==> config.mk <==
export PLATFORM = sky130hd
export DESIGN_NAME = clook_disk_request_queue_flat
export DESIGN_NICKNAME = d
export VERILOG_FILES = /design/src/design/cdrq_pkg.sv /design/src/design/cdrq_req_if.sv /design/src/design/cdrq_rsp_if.sv /design/src/design/clook_disk_request_queue.sv /design/src/design/cdrq_ram.sv /design/src/design/cdrq_front.sv /design/src/design/cdrq_back.sv /design/src/flat_wrapper.sv
export SDC_FILE = /design/constraint.sdc
export NUM_CORES = 2
export LEC_CHECK = 0
export ABC_CLOCK_PERIOD_IN_PS = 5900
export BUFFER_PORTS_ARGS = -buffer_cell sky130_fd_sc_hd__buf_2
export CAP_MARGIN = 20
export CORE_ASPECT_RATIO = 0.5
export CORE_MARGIN = 2
export CORE_UTILIZATION = 32
export CTS_CLUSTER_DIAMETER = 30
export DETAILED_ROUTE_END_ITERATION = 10
export GPL_TIMING_DRIVEN = 0
export PLACE_DENSITY = 0.54
export SLEW_MARGIN = 20
export SYNTH_ARGS = -nofsm -noshare
export SYNTH_HDL_FRONTEND = slang
export SYNTH_SLANG_ARGS = --single-unit
==> constraint.sdc <==
create_clock -name clk -period 5.9 [get_ports clk]
set_clock_uncertainty 0.05 [all_clocks]
set_input_delay 0.59 -clock clk [delete_from_list [all_inputs] [get_ports clk]]
set_output_delay 0.59 -clock clk [all_outputs]
set_load 0.05 [all_outputs]
==> src/design/cdrq_pkg.sv <==
`timescale 1ns / 1ps
`default_nettype none

package cdrq_pkg;

  // width of the reported queue count, wraps modulo 64
  localparam int COUNT_BITS = 6;

  typedef enum logic {
    OP_ADD,
    OP_DISPATCH
  } op_t;

  typedef enum logic [2:0] {
    ST_IDLE,
    ST_POP,
    ST_SCAN,
    ST_TAIL,
    ST_RESP
  } state_t;

  typedef struct packed {
    logic scanning;
    logic empty;
    logic full;
  } back_stat_t;

endpackage

`default_nettype wire

==> src/design/cdrq_req_if.sv <==
`timescale 1ns / 1ps
`default_nettype none

interface cdrq_req_if #(
  parameter int SECTOR_BITS = 48,
  parameter int TAG_BITS    = 8
);
  logic                   valid;
  logic                   ready;
  logic                   kind;
  logic [SECTOR_BITS-1:0] sector;
  logic                   is_write;
  logic [TAG_BITS-1:0]    tag;

  modport source (output valid, kind, sector, is_write, tag, input ready);
  modport sink   (input valid, kind, sector, is_write, tag, output ready);
endinterface

`default_nettype wire

==> src/design/cdrq_rsp_if.sv <==
`timescale 1ns / 1ps
`default_nettype none

interface cdrq_rsp_if #(
  parameter int SECTOR_BITS = 48,
  parameter int TAG_BITS    = 8
);
  logic                             valid;
  logic                             ready;
  logic                             dispatched;
  logic [SECTOR_BITS-1:0]           out_sector;
  logic                             out_is_write;
  logic [TAG_BITS-1:0]              out_tag;
  logic                             rejected;
  logic [cdrq_pkg::COUNT_BITS-1:0]  queue_count;

  modport source (output valid, dispatched, out_sector, out_is_write, out_tag, rejected,
                  queue_count, input ready);
  modport sink   (input valid, dispatched, out_sector, out_is_write, out_tag, rejected,
                  queue_count, output ready);
endinterface

`default_nettype wire

==> src/design/clook_disk_request_queue.sv <==
// channel  dir  handshake          payload
// in_req   in   valid/ready        kind, sector, is_write, tag
// out_rsp  out  valid/ready        dispatched, out_sector, out_is_write, out_tag,
//                                  rejected, queue_count
//
// a request waits in the two-slot command queue until the back end takes it; a
// dispatch reads the head entry, an add to a queue neither full nor empty ripples
// through the queued entries over the single ram read port, and an add to a full or
// empty queue or a dispatch from an empty one goes straight to the result.
// rst_n is synchronous: queue empty, head all ones, no result pending.
// out_rsp low stalls only the back end; in_req stays open until the command queue fills.
`timescale 1ns / 1ps
`default_nettype none

module clook_disk_request_queue #(
  parameter int QUEUE_DEPTH = 32,
  parameter int SECTOR_BITS = 48,
  parameter int TAG_BITS    = 8
) (
  input  wire logic  clk,
  input  wire logic  rst_n,
  cdrq_req_if.sink   in_req,
  cdrq_rsp_if.source out_rsp
);

  logic                   cmd_valid;
  cdrq_pkg::op_t          cmd_op;
  logic [SECTOR_BITS-1:0] cmd_sector;
  logic                   cmd_is_write;
  logic [TAG_BITS-1:0]    cmd_tag;
  logic                   cmd_pop;
  cdrq_pkg::back_stat_t   stat;

  cdrq_front #(
    .SECTOR_BITS(SECTOR_BITS),
    .TAG_BITS   (TAG_BITS)
  ) u_front (
    .clk         (clk),
    .rst_n       (rst_n),
    .in_req      (in_req),
    .cmd_valid   (cmd_valid),
    .cmd_op      (cmd_op),
    .cmd_sector  (cmd_sector),
    .cmd_is_write(cmd_is_write),
    .cmd_tag     (cmd_tag),
    .cmd_pop     (cmd_pop)
  );

  cdrq_back #(
    .QUEUE_DEPTH(QUEUE_DEPTH),
    .SECTOR_BITS(SECTOR_BITS),
    .TAG_BITS   (TAG_BITS)
  ) u_back (
    .clk         (clk),
    .rst_n       (rst_n),
    .cmd_valid   (cmd_valid),
    .cmd_op      (cmd_op),
    .cmd_sector  (cmd_sector),
    .cmd_is_write(cmd_is_write),
    .cmd_tag     (cmd_tag),
    .cmd_pop     (cmd_pop),
    .out_rsp     (out_rsp),
    .stat        (stat)
  );

`ifndef SYNTHESIS
  a_reset_empty: assert property (@(posedge clk) !rst_n |=> stat.empty)
    else $error("queue not empty after reset");

  a_full_empty: assert property (@(posedge clk) disable iff (!rst_n)
    !(stat.full && stat.empty))
    else $error("queue both full and empty");

  a_scan_bounds: assert property (@(posedge clk) disable iff (!rst_n)
    stat.scanning |-> !stat.empty && !stat.full)
    else $error("insert scan on an empty or full queue");

  a_disp_rej: assert property (@(posedge clk) disable iff (!rst_n)
    out_rsp.valid && out_rsp.dispatched |-> !out_rsp.rejected)
    else $error("dispatch result flagged as rejected");
`endif

endmodule

`default_nettype wire

==> src/design/cdrq_ram.sv <==
`timescale 1ns / 1ps
`default_nettype none

module cdrq_ram #(
  parameter int WIDTH  = 57,
  parameter int DEPTH  = 32,
  parameter int ADDR_W = (DEPTH > 1) ? $clog2(DEPTH) : 1
) (
  input  wire logic              clk,
  input  wire logic              we,
  input  wire logic [ADDR_W-1:0] waddr,
  input  wire logic [WIDTH-1:0]  wdata,
  input  wire logic [ADDR_W-1:0] raddr,
  output logic      [WIDTH-1:0]  rdata
);

  logic [WIDTH-1:0] mem [DEPTH];

  always_ff @(posedge clk) begin
    if (we) begin
      mem[waddr] <= wdata;
    end
    rdata <= mem[raddr];
  end

endmodule

`default_nettype wire

==> src/design/cdrq_front.sv <==
`timescale 1ns / 1ps
`default_nettype none

module cdrq_front #(
  parameter int SECTOR_BITS = 48,
  parameter int TAG_BITS    = 8
) (
  input  wire logic                   clk,
  input  wire logic                   rst_n,
  cdrq_req_if.sink                    in_req,
  output logic                        cmd_valid,
  output cdrq_pkg::op_t               cmd_op,
  output logic [SECTOR_BITS-1:0]      cmd_sector,
  output logic                        cmd_is_write,
  output logic [TAG_BITS-1:0]         cmd_tag,
  input  wire logic                   cmd_pop
);

  // two-slot command queue towards the back end
  localparam int SLOTS = 2;

  cdrq_pkg::op_t          op_r     [SLOTS];
  logic [SECTOR_BITS-1:0] sector_r [SLOTS];
  logic                   wr_r     [SLOTS];
  logic [TAG_BITS-1:0]    tag_r    [SLOTS];
  logic                   wptr_r, wptr_nxt;
  logic                   rptr_r, rptr_nxt;
  logic [1:0]             fill_r, fill_nxt;
  logic                   push;
  logic                   pop;
  cdrq_pkg::op_t          op_in;

  assign in_req.ready = (fill_r != 2'(SLOTS));
  assign push         = in_req.valid && in_req.ready;
  assign pop          = cmd_pop && cmd_valid;
  assign op_in        = in_req.kind ? cdrq_pkg::OP_DISPATCH : cdrq_pkg::OP_ADD;

  assign cmd_valid    = (fill_r != 2'd0);
  assign cmd_op       = op_r[rptr_r];
  assign cmd_sector   = sector_r[rptr_r];
  assign cmd_is_write = wr_r[rptr_r];
  assign cmd_tag      = tag_r[rptr_r];

  always_comb begin
    wptr_nxt = push ? ~wptr_r : wptr_r;
    rptr_nxt = pop ? ~rptr_r : rptr_r;
    fill_nxt = fill_r + 2'(push) - 2'(pop);
  end

  always_ff @(posedge clk) begin
    if (!rst_n) begin
      wptr_r <= 1'b0;
      rptr_r <= 1'b0;
      fill_r <= 2'd0;
    end else begin
      wptr_r <= wptr_nxt;
      rptr_r <= rptr_nxt;
      fill_r <= fill_nxt;
    end
  end

  always_ff @(posedge clk) begin
    if (push) begin
      op_r[wptr_r]     <= op_in;
      sector_r[wptr_r] <= in_req.sector;
      wr_r[wptr_r]     <= in_req.is_write;
      tag_r[wptr_r]    <= in_req.tag;
    end
  end

endmodule

`default_nettype wire

==> src/design/cdrq_back.sv <==
`timescale 1ns / 1ps
`default_nettype none

module cdrq_back #(
  parameter int QUEUE_DEPTH = 32,
  parameter int SECTOR_BITS = 48,
  parameter int TAG_BITS    = 8
) (
  input  wire logic                   clk,
  input  wire logic                   rst_n,
  input  wire logic                   cmd_valid,
  input  wire cdrq_pkg::op_t          cmd_op,
  input  wire logic [SECTOR_BITS-1:0] cmd_sector,
  input  wire logic                   cmd_is_write,
  input  wire logic [TAG_BITS-1:0]    cmd_tag,
  output logic                        cmd_pop,
  cdrq_rsp_if.source                  out_rsp,
  output cdrq_pkg::back_stat_t        stat
);

  localparam int IDX_W   = (QUEUE_DEPTH > 1) ? $clog2(QUEUE_DEPTH) : 1;
  localparam int CNT_W   = $clog2(QUEUE_DEPTH + 1);
  localparam int ENTRY_W = SECTOR_BITS + 1 + TAG_BITS;

  cdrq_pkg::state_t       state_r, state_nxt;
  logic [CNT_W-1:0]       count_r, count_nxt;
  logic [IDX_W-1:0]       base_r, base_nxt;
  logic [SECTOR_BITS-1:0] head_r, head_nxt;
  logic [IDX_W-1:0]       idx_r, idx_nxt;
  logic                   found_r, found_nxt;
  logic                   s_gt_h_r, s_gt_h_nxt;
  logic [SECTOR_BITS-1:0] sec_r, sec_nxt;
  logic [ENTRY_W-1:0]     carry_r, carry_nxt;

  logic                   res_disp_r, res_disp_nxt;
  logic [SECTOR_BITS-1:0] res_sector_r, res_sector_nxt;
  logic                   res_wr_r, res_wr_nxt;
  logic [TAG_BITS-1:0]    res_tag_r, res_tag_nxt;
  logic                   res_rej_r, res_rej_nxt;

  logic                   out_valid_r, out_valid_nxt;
  logic                   out_disp_r, out_disp_nxt;
  logic [SECTOR_BITS-1:0] out_sector_r, out_sector_nxt;
  logic                   out_wr_r, out_wr_nxt;
  logic [TAG_BITS-1:0]    out_tag_r, out_tag_nxt;
  logic                   out_rej_r, out_rej_nxt;
  logic [cdrq_pkg::COUNT_BITS-1:0] out_cnt_r, out_cnt_nxt;

  logic                   we;
  logic [IDX_W-1:0]       waddr;
  logic [ENTRY_W-1:0]     wdata;
  logic [IDX_W-1:0]       raddr;
  logic [ENTRY_W-1:0]     rdata;

  logic                   empty;
  logic                   full;
  logic                   last;
  logic                   out_free;
  logic [SECTOR_BITS-1:0] c_sector;
  logic                   hit;

  function automatic logic [IDX_W-1:0] phys(input logic [IDX_W-1:0] b,
                                            input logic [IDX_W-1:0] i);
    logic [IDX_W:0] sum;
    sum = {1'b0, b} + {1'b0, i};
    if (sum >= (IDX_W+1)'(QUEUE_DEPTH)) begin
      sum = sum - (IDX_W+1)'(QUEUE_DEPTH);
    end
    return sum[IDX_W-1:0];
  endfunction

  cdrq_ram #(
    .WIDTH (ENTRY_W),
    .DEPTH (QUEUE_DEPTH),
    .ADDR_W(IDX_W)
  ) u_ram (
    .clk  (clk),
    .we   (we),
    .waddr(waddr),
    .wdata(wdata),
    .raddr(raddr),
    .rdata(rdata)
  );

  assign empty    = (count_r == '0);
  assign full     = (count_r == CNT_W'(QUEUE_DEPTH));
  assign last     = ((CNT_W'(idx_r) + CNT_W'(1)) == count_r);
  assign out_free = !out_valid_r || out_rsp.ready;
  assign c_sector = rdata[ENTRY_W-1 -: SECTOR_BITS];

  // c-look placement: above the head goes before the wrap, otherwise after it
  assign hit = found_r ||
               (s_gt_h_r ? ((c_sector < head_r) || (sec_r < c_sector))
                         : ((c_sector < head_r) && (sec_r < c_sector)));

  // next state
  always_comb begin
    state_nxt = state_r;
    unique case (state_r)
      cdrq_pkg::ST_IDLE: begin
        if (cmd_valid) begin
          if (cmd_op == cdrq_pkg::OP_DISPATCH) begin
            state_nxt = empty ? cdrq_pkg::ST_RESP : cdrq_pkg::ST_POP;
          end else begin
            state_nxt = (full || empty) ? cdrq_pkg::ST_RESP : cdrq_pkg::ST_SCAN;
          end
        end
      end
      cdrq_pkg::ST_POP:  state_nxt = cdrq_pkg::ST_RESP;
      cdrq_pkg::ST_SCAN: state_nxt = last ? cdrq_pkg::ST_TAIL : cdrq_pkg::ST_SCAN;
      cdrq_pkg::ST_TAIL: state_nxt = cdrq_pkg::ST_RESP;
      cdrq_pkg::ST_RESP: state_nxt = out_free ? cdrq_pkg::ST_IDLE : cdrq_pkg::ST_RESP;
      default:           state_nxt = cdrq_pkg::ST_IDLE;
    endcase
  end

  // datapath and outputs
  always_comb begin
    cmd_pop        = 1'b0;
    count_nxt      = count_r;
    base_nxt       = base_r;
    head_nxt       = head_r;
    idx_nxt        = idx_r;
    found_nxt      = found_r;
    s_gt_h_nxt     = s_gt_h_r;
    sec_nxt        = sec_r;
    carry_nxt      = carry_r;
    res_disp_nxt   = res_disp_r;
    res_sector_nxt = res_sector_r;
    res_wr_nxt     = res_wr_r;
    res_tag_nxt    = res_tag_r;
    res_rej_nxt    = res_rej_r;
    out_valid_nxt  = out_valid_r && !out_rsp.ready;
    out_disp_nxt   = out_disp_r;
    out_sector_nxt = out_sector_r;
    out_wr_nxt     = out_wr_r;
    out_tag_nxt    = out_tag_r;
    out_rej_nxt    = out_rej_r;
    out_cnt_nxt    = out_cnt_r;
    we             = 1'b0;
    waddr          = base_r;
    wdata          = carry_r;
    raddr          = phys(base_r, '0);

    unique case (state_r)
      cdrq_pkg::ST_IDLE: begin
        if (cmd_valid) begin
          cmd_pop        = 1'b1;
          sec_nxt        = cmd_sector;
          s_gt_h_nxt     = (cmd_sector > head_r);
          found_nxt      = 1'b0;
          idx_nxt        = '0;
          carry_nxt      = {cmd_sector, cmd_is_write, cmd_tag};
          res_disp_nxt   = 1'b0;
          res_sector_nxt = '0;
          res_wr_nxt     = 1'b0;
          res_tag_nxt    = '0;
          res_rej_nxt    = 1'b0;
          if (cmd_op == cdrq_pkg::OP_ADD) begin
            if (full) begin
              res_rej_nxt = 1'b1;
            end else if (empty) begin
              we        = 1'b1;
              waddr     = base_r;
              wdata     = {cmd_sector, cmd_is_write, cmd_tag};
              count_nxt = count_r + CNT_W'(1);
            end
          end
        end
      end
      cdrq_pkg::ST_POP: begin
        res_disp_nxt   = 1'b1;
        res_sector_nxt = c_sector;
        res_wr_nxt     = rdata[TAG_BITS];
        res_tag_nxt    = rdata[TAG_BITS-1:0];
        head_nxt       = c_sector;
        base_nxt       = phys(base_r, IDX_W'(1));
        count_nxt      = count_r - CNT_W'(1);
      end
      cdrq_pkg::ST_SCAN: begin
        // ripple insert: write the held entry, pick up the one displaced
        if (hit) begin
          we        = 1'b1;
          waddr     = phys(base_r, idx_r);
          wdata     = carry_r;
          carry_nxt = rdata;
          found_nxt = 1'b1;
        end
        raddr   = phys(base_r, idx_r + IDX_W'(1));
        idx_nxt = idx_r + IDX_W'(1);
      end
      cdrq_pkg::ST_TAIL: begin
        we        = 1'b1;
        waddr     = phys(base_r, count_r[IDX_W-1:0]);
        wdata     = carry_r;
        count_nxt = count_r + CNT_W'(1);
      end
      cdrq_pkg::ST_RESP: begin
        if (out_free) begin
          out_valid_nxt  = 1'b1;
          out_disp_nxt   = res_disp_r;
          out_sector_nxt = res_sector_r;
          out_wr_nxt     = res_wr_r;
          out_tag_nxt    = res_tag_r;
          out_rej_nxt    = res_rej_r;
          out_cnt_nxt    = cdrq_pkg::COUNT_BITS'(count_r);
        end
      end
      default: begin
        we = 1'b0;
      end
    endcase
  end

  always_ff @(posedge clk) begin
    if (!rst_n) begin
      state_r     <= cdrq_pkg::ST_IDLE;
      count_r     <= '0;
      base_r      <= '0;
      head_r      <= '1;
      out_valid_r <= 1'b0;
    end else begin
      state_r     <= state_nxt;
      count_r     <= count_nxt;
      base_r      <= base_nxt;
      head_r      <= head_nxt;
      out_valid_r <= out_valid_nxt;
    end
  end

  always_ff @(posedge clk) begin
    idx_r        <= idx_nxt;
    found_r      <= found_nxt;
    s_gt_h_r     <= s_gt_h_nxt;
    sec_r        <= sec_nxt;
    carry_r      <= carry_nxt;
    res_disp_r   <= res_disp_nxt;
    res_sector_r <= res_sector_nxt;
    res_wr_r     <= res_wr_nxt;
    res_tag_r    <= res_tag_nxt;
    res_rej_r    <= res_rej_nxt;
    out_disp_r   <= out_disp_nxt;
    out_sector_r <= out_sector_nxt;
    out_wr_r     <= out_wr_nxt;
    out_tag_r    <= out_tag_nxt;
    out_rej_r    <= out_rej_nxt;
    out_cnt_r    <= out_cnt_nxt;
  end

  assign out_rsp.valid        = out_valid_r;
  assign out_rsp.dispatched   = out_disp_r;
  assign out_rsp.out_sector   = out_sector_r;
  assign out_rsp.out_is_write = out_wr_r;
  assign out_rsp.out_tag      = out_tag_r;
  assign out_rsp.rejected     = out_rej_r;
  assign out_rsp.queue_count  = out_cnt_r;

  assign stat.scanning = (state_r == cdrq_pkg::ST_SCAN);
  assign stat.empty    = empty;
  assign stat.full     = full;

endmodule

`default_nettype wire

==> src/flat_wrapper.sv <==
// flat-port wrapper written by rule: the top's interface ports become plain ports
module clook_disk_request_queue_flat 
#(
  parameter int QUEUE_DEPTH = 32,
  parameter int SECTOR_BITS = 48,
  parameter int TAG_BITS    = 8
)
  (clk, rst_n, in_req_valid, in_req_kind, in_req_sector, in_req_is_write, in_req_tag, in_req_ready, out_rsp_valid, out_rsp_dispatched, out_rsp_out_sector, out_rsp_out_is_write, out_rsp_out_tag, out_rsp_rejected, out_rsp_queue_count, out_rsp_ready);
  cdrq_req_if #(.SECTOR_BITS(SECTOR_BITS), .TAG_BITS(TAG_BITS)) in_req_i ();
  cdrq_rsp_if #(.SECTOR_BITS(SECTOR_BITS), .TAG_BITS(TAG_BITS)) out_rsp_i ();
  input  wire logic clk;
  input  wire logic rst_n;
  input wire logic [$bits(in_req_i.valid)-1:0] in_req_valid;
  input wire logic [$bits(in_req_i.kind)-1:0] in_req_kind;
  input wire logic [$bits(in_req_i.sector)-1:0] in_req_sector;
  input wire logic [$bits(in_req_i.is_write)-1:0] in_req_is_write;
  input wire logic [$bits(in_req_i.tag)-1:0] in_req_tag;
  output wire logic [$bits(in_req_i.ready)-1:0] in_req_ready;
  output wire logic [$bits(out_rsp_i.valid)-1:0] out_rsp_valid;
  output wire logic [$bits(out_rsp_i.dispatched)-1:0] out_rsp_dispatched;
  output wire logic [$bits(out_rsp_i.out_sector)-1:0] out_rsp_out_sector;
  output wire logic [$bits(out_rsp_i.out_is_write)-1:0] out_rsp_out_is_write;
  output wire logic [$bits(out_rsp_i.out_tag)-1:0] out_rsp_out_tag;
  output wire logic [$bits(out_rsp_i.rejected)-1:0] out_rsp_rejected;
  output wire logic [$bits(out_rsp_i.queue_count)-1:0] out_rsp_queue_count;
  input wire logic [$bits(out_rsp_i.ready)-1:0] out_rsp_ready;
  assign in_req_i.valid = in_req_valid;
  assign in_req_i.kind = in_req_kind;
  assign in_req_i.sector = in_req_sector;
  assign in_req_i.is_write = in_req_is_write;
  assign in_req_i.tag = in_req_tag;
  assign in_req_ready = in_req_i.ready;
  assign out_rsp_valid = out_rsp_i.valid;
  assign out_rsp_dispatched = out_rsp_i.dispatched;
  assign out_rsp_out_sector = out_rsp_i.out_sector;
  assign out_rsp_out_is_write = out_rsp_i.out_is_write;
  assign out_rsp_out_tag = out_rsp_i.out_tag;
  assign out_rsp_rejected = out_rsp_i.rejected;
  assign out_rsp_queue_count = out_rsp_i.queue_count;
  assign out_rsp_i.ready = out_rsp_ready;
  clook_disk_request_queue #(.QUEUE_DEPTH(QUEUE_DEPTH), .SECTOR_BITS(SECTOR_BITS), .TAG_BITS(TAG_BITS)) u_core (.clk(clk), .rst_n(rst_n), .in_req(in_req_i), .out_rsp(out_rsp_i));
endmodule
==> flow_summary.json <==
{
  "die_x_um": 755,
  "cp_num_buf_inv": 3,
  "critical_path.max_fanout": 21,
  "remaining_drc_errors": 0,
  "grt_pass1_wl_um": 375000,
  "placement.setup.worst_slack_ns": -0.415,
  "path_clk_slew_ns": 0.05,
  "status": "finished, violations left",
  "worst_hold_path.num_cells": 4,
  "cp_data_required_time_ns": 6.38,
  "finalWorstSetupSlack_ns": -0.00434,
  "distinct_cell_type_count_of_the_synthesized_netlist": 58,
  "remaining_global_route_overflow": 0,
  "synth_top_cells_by_count": "sky130_fd_sc_hd__edfxtp_1 (2176), sky130_fd_sc_hd__nand2_1 (624), sky130_fd_sc_hd__mux4_2 (456)",
  "min_from": "out_rsp_ready",
  "min_period_over_period_pct": 100,
  "worst_slew_pin_slew_ns": 1.19,
  "clk_path_buf_depth": 4,
  "timing.max_cap.violations": 0,
  "critPathSlowestCell": "sky130_fd_sc_hd__or4_4",
  "drv_slew": 0,
  "netlist.area_leader.share_pct": 72.3,
  "setup_repair_after_global_routing_missed_its_margin": "false",
  "via_cell_ratio": 5.08,
  "num-fill-cells": 24700,
  "synth-main-ff-cell": "sky130_fd_sc_hd__edfxtp_1",
  "die_area_mm2": 0.287,
  "detail_route.wl_per_cell_um": 26.3,
  "fmax_achieved_ghz": 0.169,
  "sum_of_routed_wire_length_over_all_layers_um": 263000,
  "critical_path.top_delay_family": "simple AND/OR/NAND/NOR gates",
  "grt_pass1_vias": 50800,
  "crit-reg2reg-capture": "u_core.u_back.u_ram.mem[12][23]",
  "regToRegSetupSlack_ns": -0.004,
  "powerDensity_mw_per_mm2": 504,
  "multi_input_area_mm2": 0.0219,
  "leakagePower_nw": 40.6,
  "place_congestion": 0.799,
  "dp_cells": 9123,
  "antenna_found_initial": 14,
  "io_pins": 129,
  "syn_nets": 5298,
  "power.ir.vdd_worst_uv": 295,
  "reg2reg_depth": 13,
  "synth.yosys.seq_area_share_pct": 75.1,
  "fin_hold_ws_ns": 0.0968,
  "setup_viol_count_final": 10,
  "clk_latency_ns": 0.87,
  "path_common_cell": "sky130_fd_sc_hd__buf_12",
  "synthCells": 5070,
  "drive_gt1_share_pct": 28.5,
  "timing.max_slew.rel_slack_pct": 18.6,
  "critical_path_class": "reg -> reg",
  "final-instance-count-excl-fill": 10000,
  "timing.critical_path.from_type": "flip-flop",
  "synthMostInstantiatedCell": "sky130_fd_sc_hd__edfxtp_1",
  "whs_endpoint": "u_core.u_back.out_rsp.valid",
  "tritoncts.num_buffers": 394,
  "finalInstanceArea_mm2": 0.116,
  "total_chip_power_mw": 58.3,
  "yosys_reg_bits": 2301,
  "port_buffers": 127,
  "crit_path_end_kind": "flip-flop",
  "clock_tree.htree_level_count": 5,
  "post_synth.cell_area_avg_um2": 17.8,
  "ff_latch_area_mm2": 0.0678,
  "via_count": 50800,
  "final_antenna_net_count": 0,
  "worstReg2RegStart": "u_core.u_back.u_ram.rdata[56]",
  "cp_slowest_stage_delay_ns": 0.61,
  "worst_hold_path_type": "in -> reg",
  "place.detailed.hpwl_um": 182000,
  "post-synth-top-area-cell": "sky130_fd_sc_hd__edfxtp_1",
  "cts-root-buf": "sky130_fd_sc_hd__clkbuf_16",
  "core.rowCount": 137,
  "die_height_um": 380,
  "report.final.hold_viol_count": 0,
  "layout-area-overhead-vs-synth_pct": 28.1,
  "synth_area_mm2": 0.0904,
  "grt_start_max_net_pins": 45,
  "failing_checks": "negative setup slack",
  "ys_top_cells_by_area": "sky130_fd_sc_hd__edfxtp_1 (72%), sky130_fd_sc_hd__mux4_2 (11%), sky130_fd_sc_hd__dfxtp_1 (2.8%)",
  "placeableCoreArea_mm2": 0.280,
  "drt_iter0_drc": 6019,
  "path_cells": "ha_1 -> nand4_1 -> or3_1 -> or4_4 -> o41a_1 -> maj3_2 -> or2_0 -> buf_2 -> a311oi_4 -> nand3_2 -> nor2_4 -> buf_12 -> buf_12",
  "tritoncts": "done",
  "layout_min_cycle_time_ns": 5.90,
  "critical_path_arrival_ns": 6.39,
  "async_reset_ff_share_pct": 0,
  "clock_sink_count": 2301,
  "placedInstanceArea_mm2": 0.100,
  "final_core_util_pct": 41.3,
  "detail_route.first_pass.iterations": 6,
  "layout.nets": 6146,
  "gr-usage-all-layers_pct": 18.0,
  "number_of_flops_mapped_to_enable_cells_by_yosys": 2176,
  "setup_total_negative_slack_ns": -0.0209,
  "synth-warning-count": 0,
  "floorplan.initialDensity_pct": 32.3
}
==> state kept, by name (all words and copies together), names as in the netlist, 2 cells and up, named ones only <==
register and cells:
u_core.u_back.count_r 6, u_core.u_back.out_rsp.queue_count 6, u_core.u_back.res_tag_r 8, u_core.u_back.out_rsp.out_tag 8
u_core.u_back.idx_r 5, u_core.u_back.out_rsp.out_sector 48, u_core.u_back.res_sector_r 48, u_core.u_back.state_r 3
u_core.u_back.u_ram.mem 1824, u_core.u_front.tag_r 16, u_core.u_front.fill_r 2, u_core.u_back.carry_r 57
u_core.u_front.sector_r 96, u_core.u_back.head_r 48, u_core.u_back.base_r 5, u_core.u_back.u_ram.rdata 57
u_core.u_back.sec_r 48, u_core.u_front.op_r 2, u_core.u_front.wr_r 2
==> per-layer routing <==
layer | routed length [um] | share of wire (%) | GRT usage (%) | up-vias
met3 | 23400 | 8.9 | 4.27 | 382
met4 | 6960 | 2.6 | 4.96 | 0
li1 | - | - | - | 21700
met2 | 117000 | 44 | 27.1 | 2173
met1 | 116000 | 44 | 26.1 | 26600
met5 | 0 | 0 | 0 | -
==> layout make-up <==
cell class              instances  share of cell area [%]
repair buffers                452                    5.18
inverters                     160                   0.521
clock buffers                 453                    8.99
flip-flops and latches       2301                    58.6
diodes                          4                 0.00865
plain buffers                 249                   0.896
well taps                    3753                    4.06
clock inverters               277                    2.77
multi-input cells            2360                    19.0
==> layout by cell type, fill, tap and decap left out, drive strengths merged, types with 25 or more instances in the layout <==
master | synthesis | layout
inv | 158 | 221
clkbuf | 176 | 629
nor2 | 167 | 167
mux4 | 456 | 456
dlygate4sd3 | 0 | 58
buf | 73 | 467
nand2 | 624 | 624
clkinvlp | 0 | 58
a21oi | 124 | 124
mux2i | 58 | 58
ha | 162 | 162
or2 | 49 | 49
nand3 | 301 | 301
o21ai | 201 | 201
clkinv | 2 | 111
dfxtp | 125 | 125
edfxtp | 2176 | 2176
bufinv | 0 | 47
nand4 | 26 | 26
and2 | 25 | 25
==> worst reg2reg max path, delay by kind of cell, from the launching register on <==
family | cells | cell delay [ns]
compound gates | 2 | 1.01
flops | 1 | 0.45
fa+ha+maj | 2 | 0.86
simple gates | 6 | 2.56
buf+inv | 3 | 0.64
==> worst max-delay path by stage <==
stage	startpoint	to	cells past startpoint
after global routing	u_core.u_back.u_ram.rdata[56]	u_core.u_back.u_ram.mem[12][25]	13
final	u_core.u_back.u_ram.rdata[56]	u_core.u_back.u_ram.mem[12][23]	13
after CTS	u_core.u_back.u_ram.rdata[56]	u_core.u_back.u_ram.mem[12][29]	13
after floorplan	u_core.u_back.head_r[47]	u_core.u_back.u_ram.mem[29][0]	12
after global placement	u_core.u_back.u_ram.rdata[10]	u_core.u_back.u_ram.mem[21][17]	12
after detailed placement	u_core.u_back.u_ram.rdata[56]	u_core.u_back.u_ram.mem[29][21]	13
==> report_power, final <==
group | internal [mW] | switching [mW] | leakage [nW]
clock network | 14.9 | 8.29 | 6.49
logic | 3.71 | 8.36 | 13.3
registers | 22.4 | 0.745 | 20.8
total | 40.9 | 17.4 | 40.6
==> timing repair <==
item                                     CTS  global route
endpoints found under the setup margin  1296           453
hold buffers                              58             0
gates resized for setup                   10             5
setup buffers                             87             6
hold endpoints to repair                 116             0
pin swaps                                 30             3
==> logic make-up (layout without fill, tap and decap cells) <==
group	count (synthesis)	count (layout)	share of synthesized area, %
mux	515	515	12.0
other cells	0	4	0
buf+inv	409	1591	1.76
fa+ha+maj	167	167	2.34
compound gates	398	398	2.44
xor+xnor	29	29	0.281
simple gates	1251	1251	6.07
flops	2301	2301	75.1
Note: power is estimated with default switching activity, not from simulation.
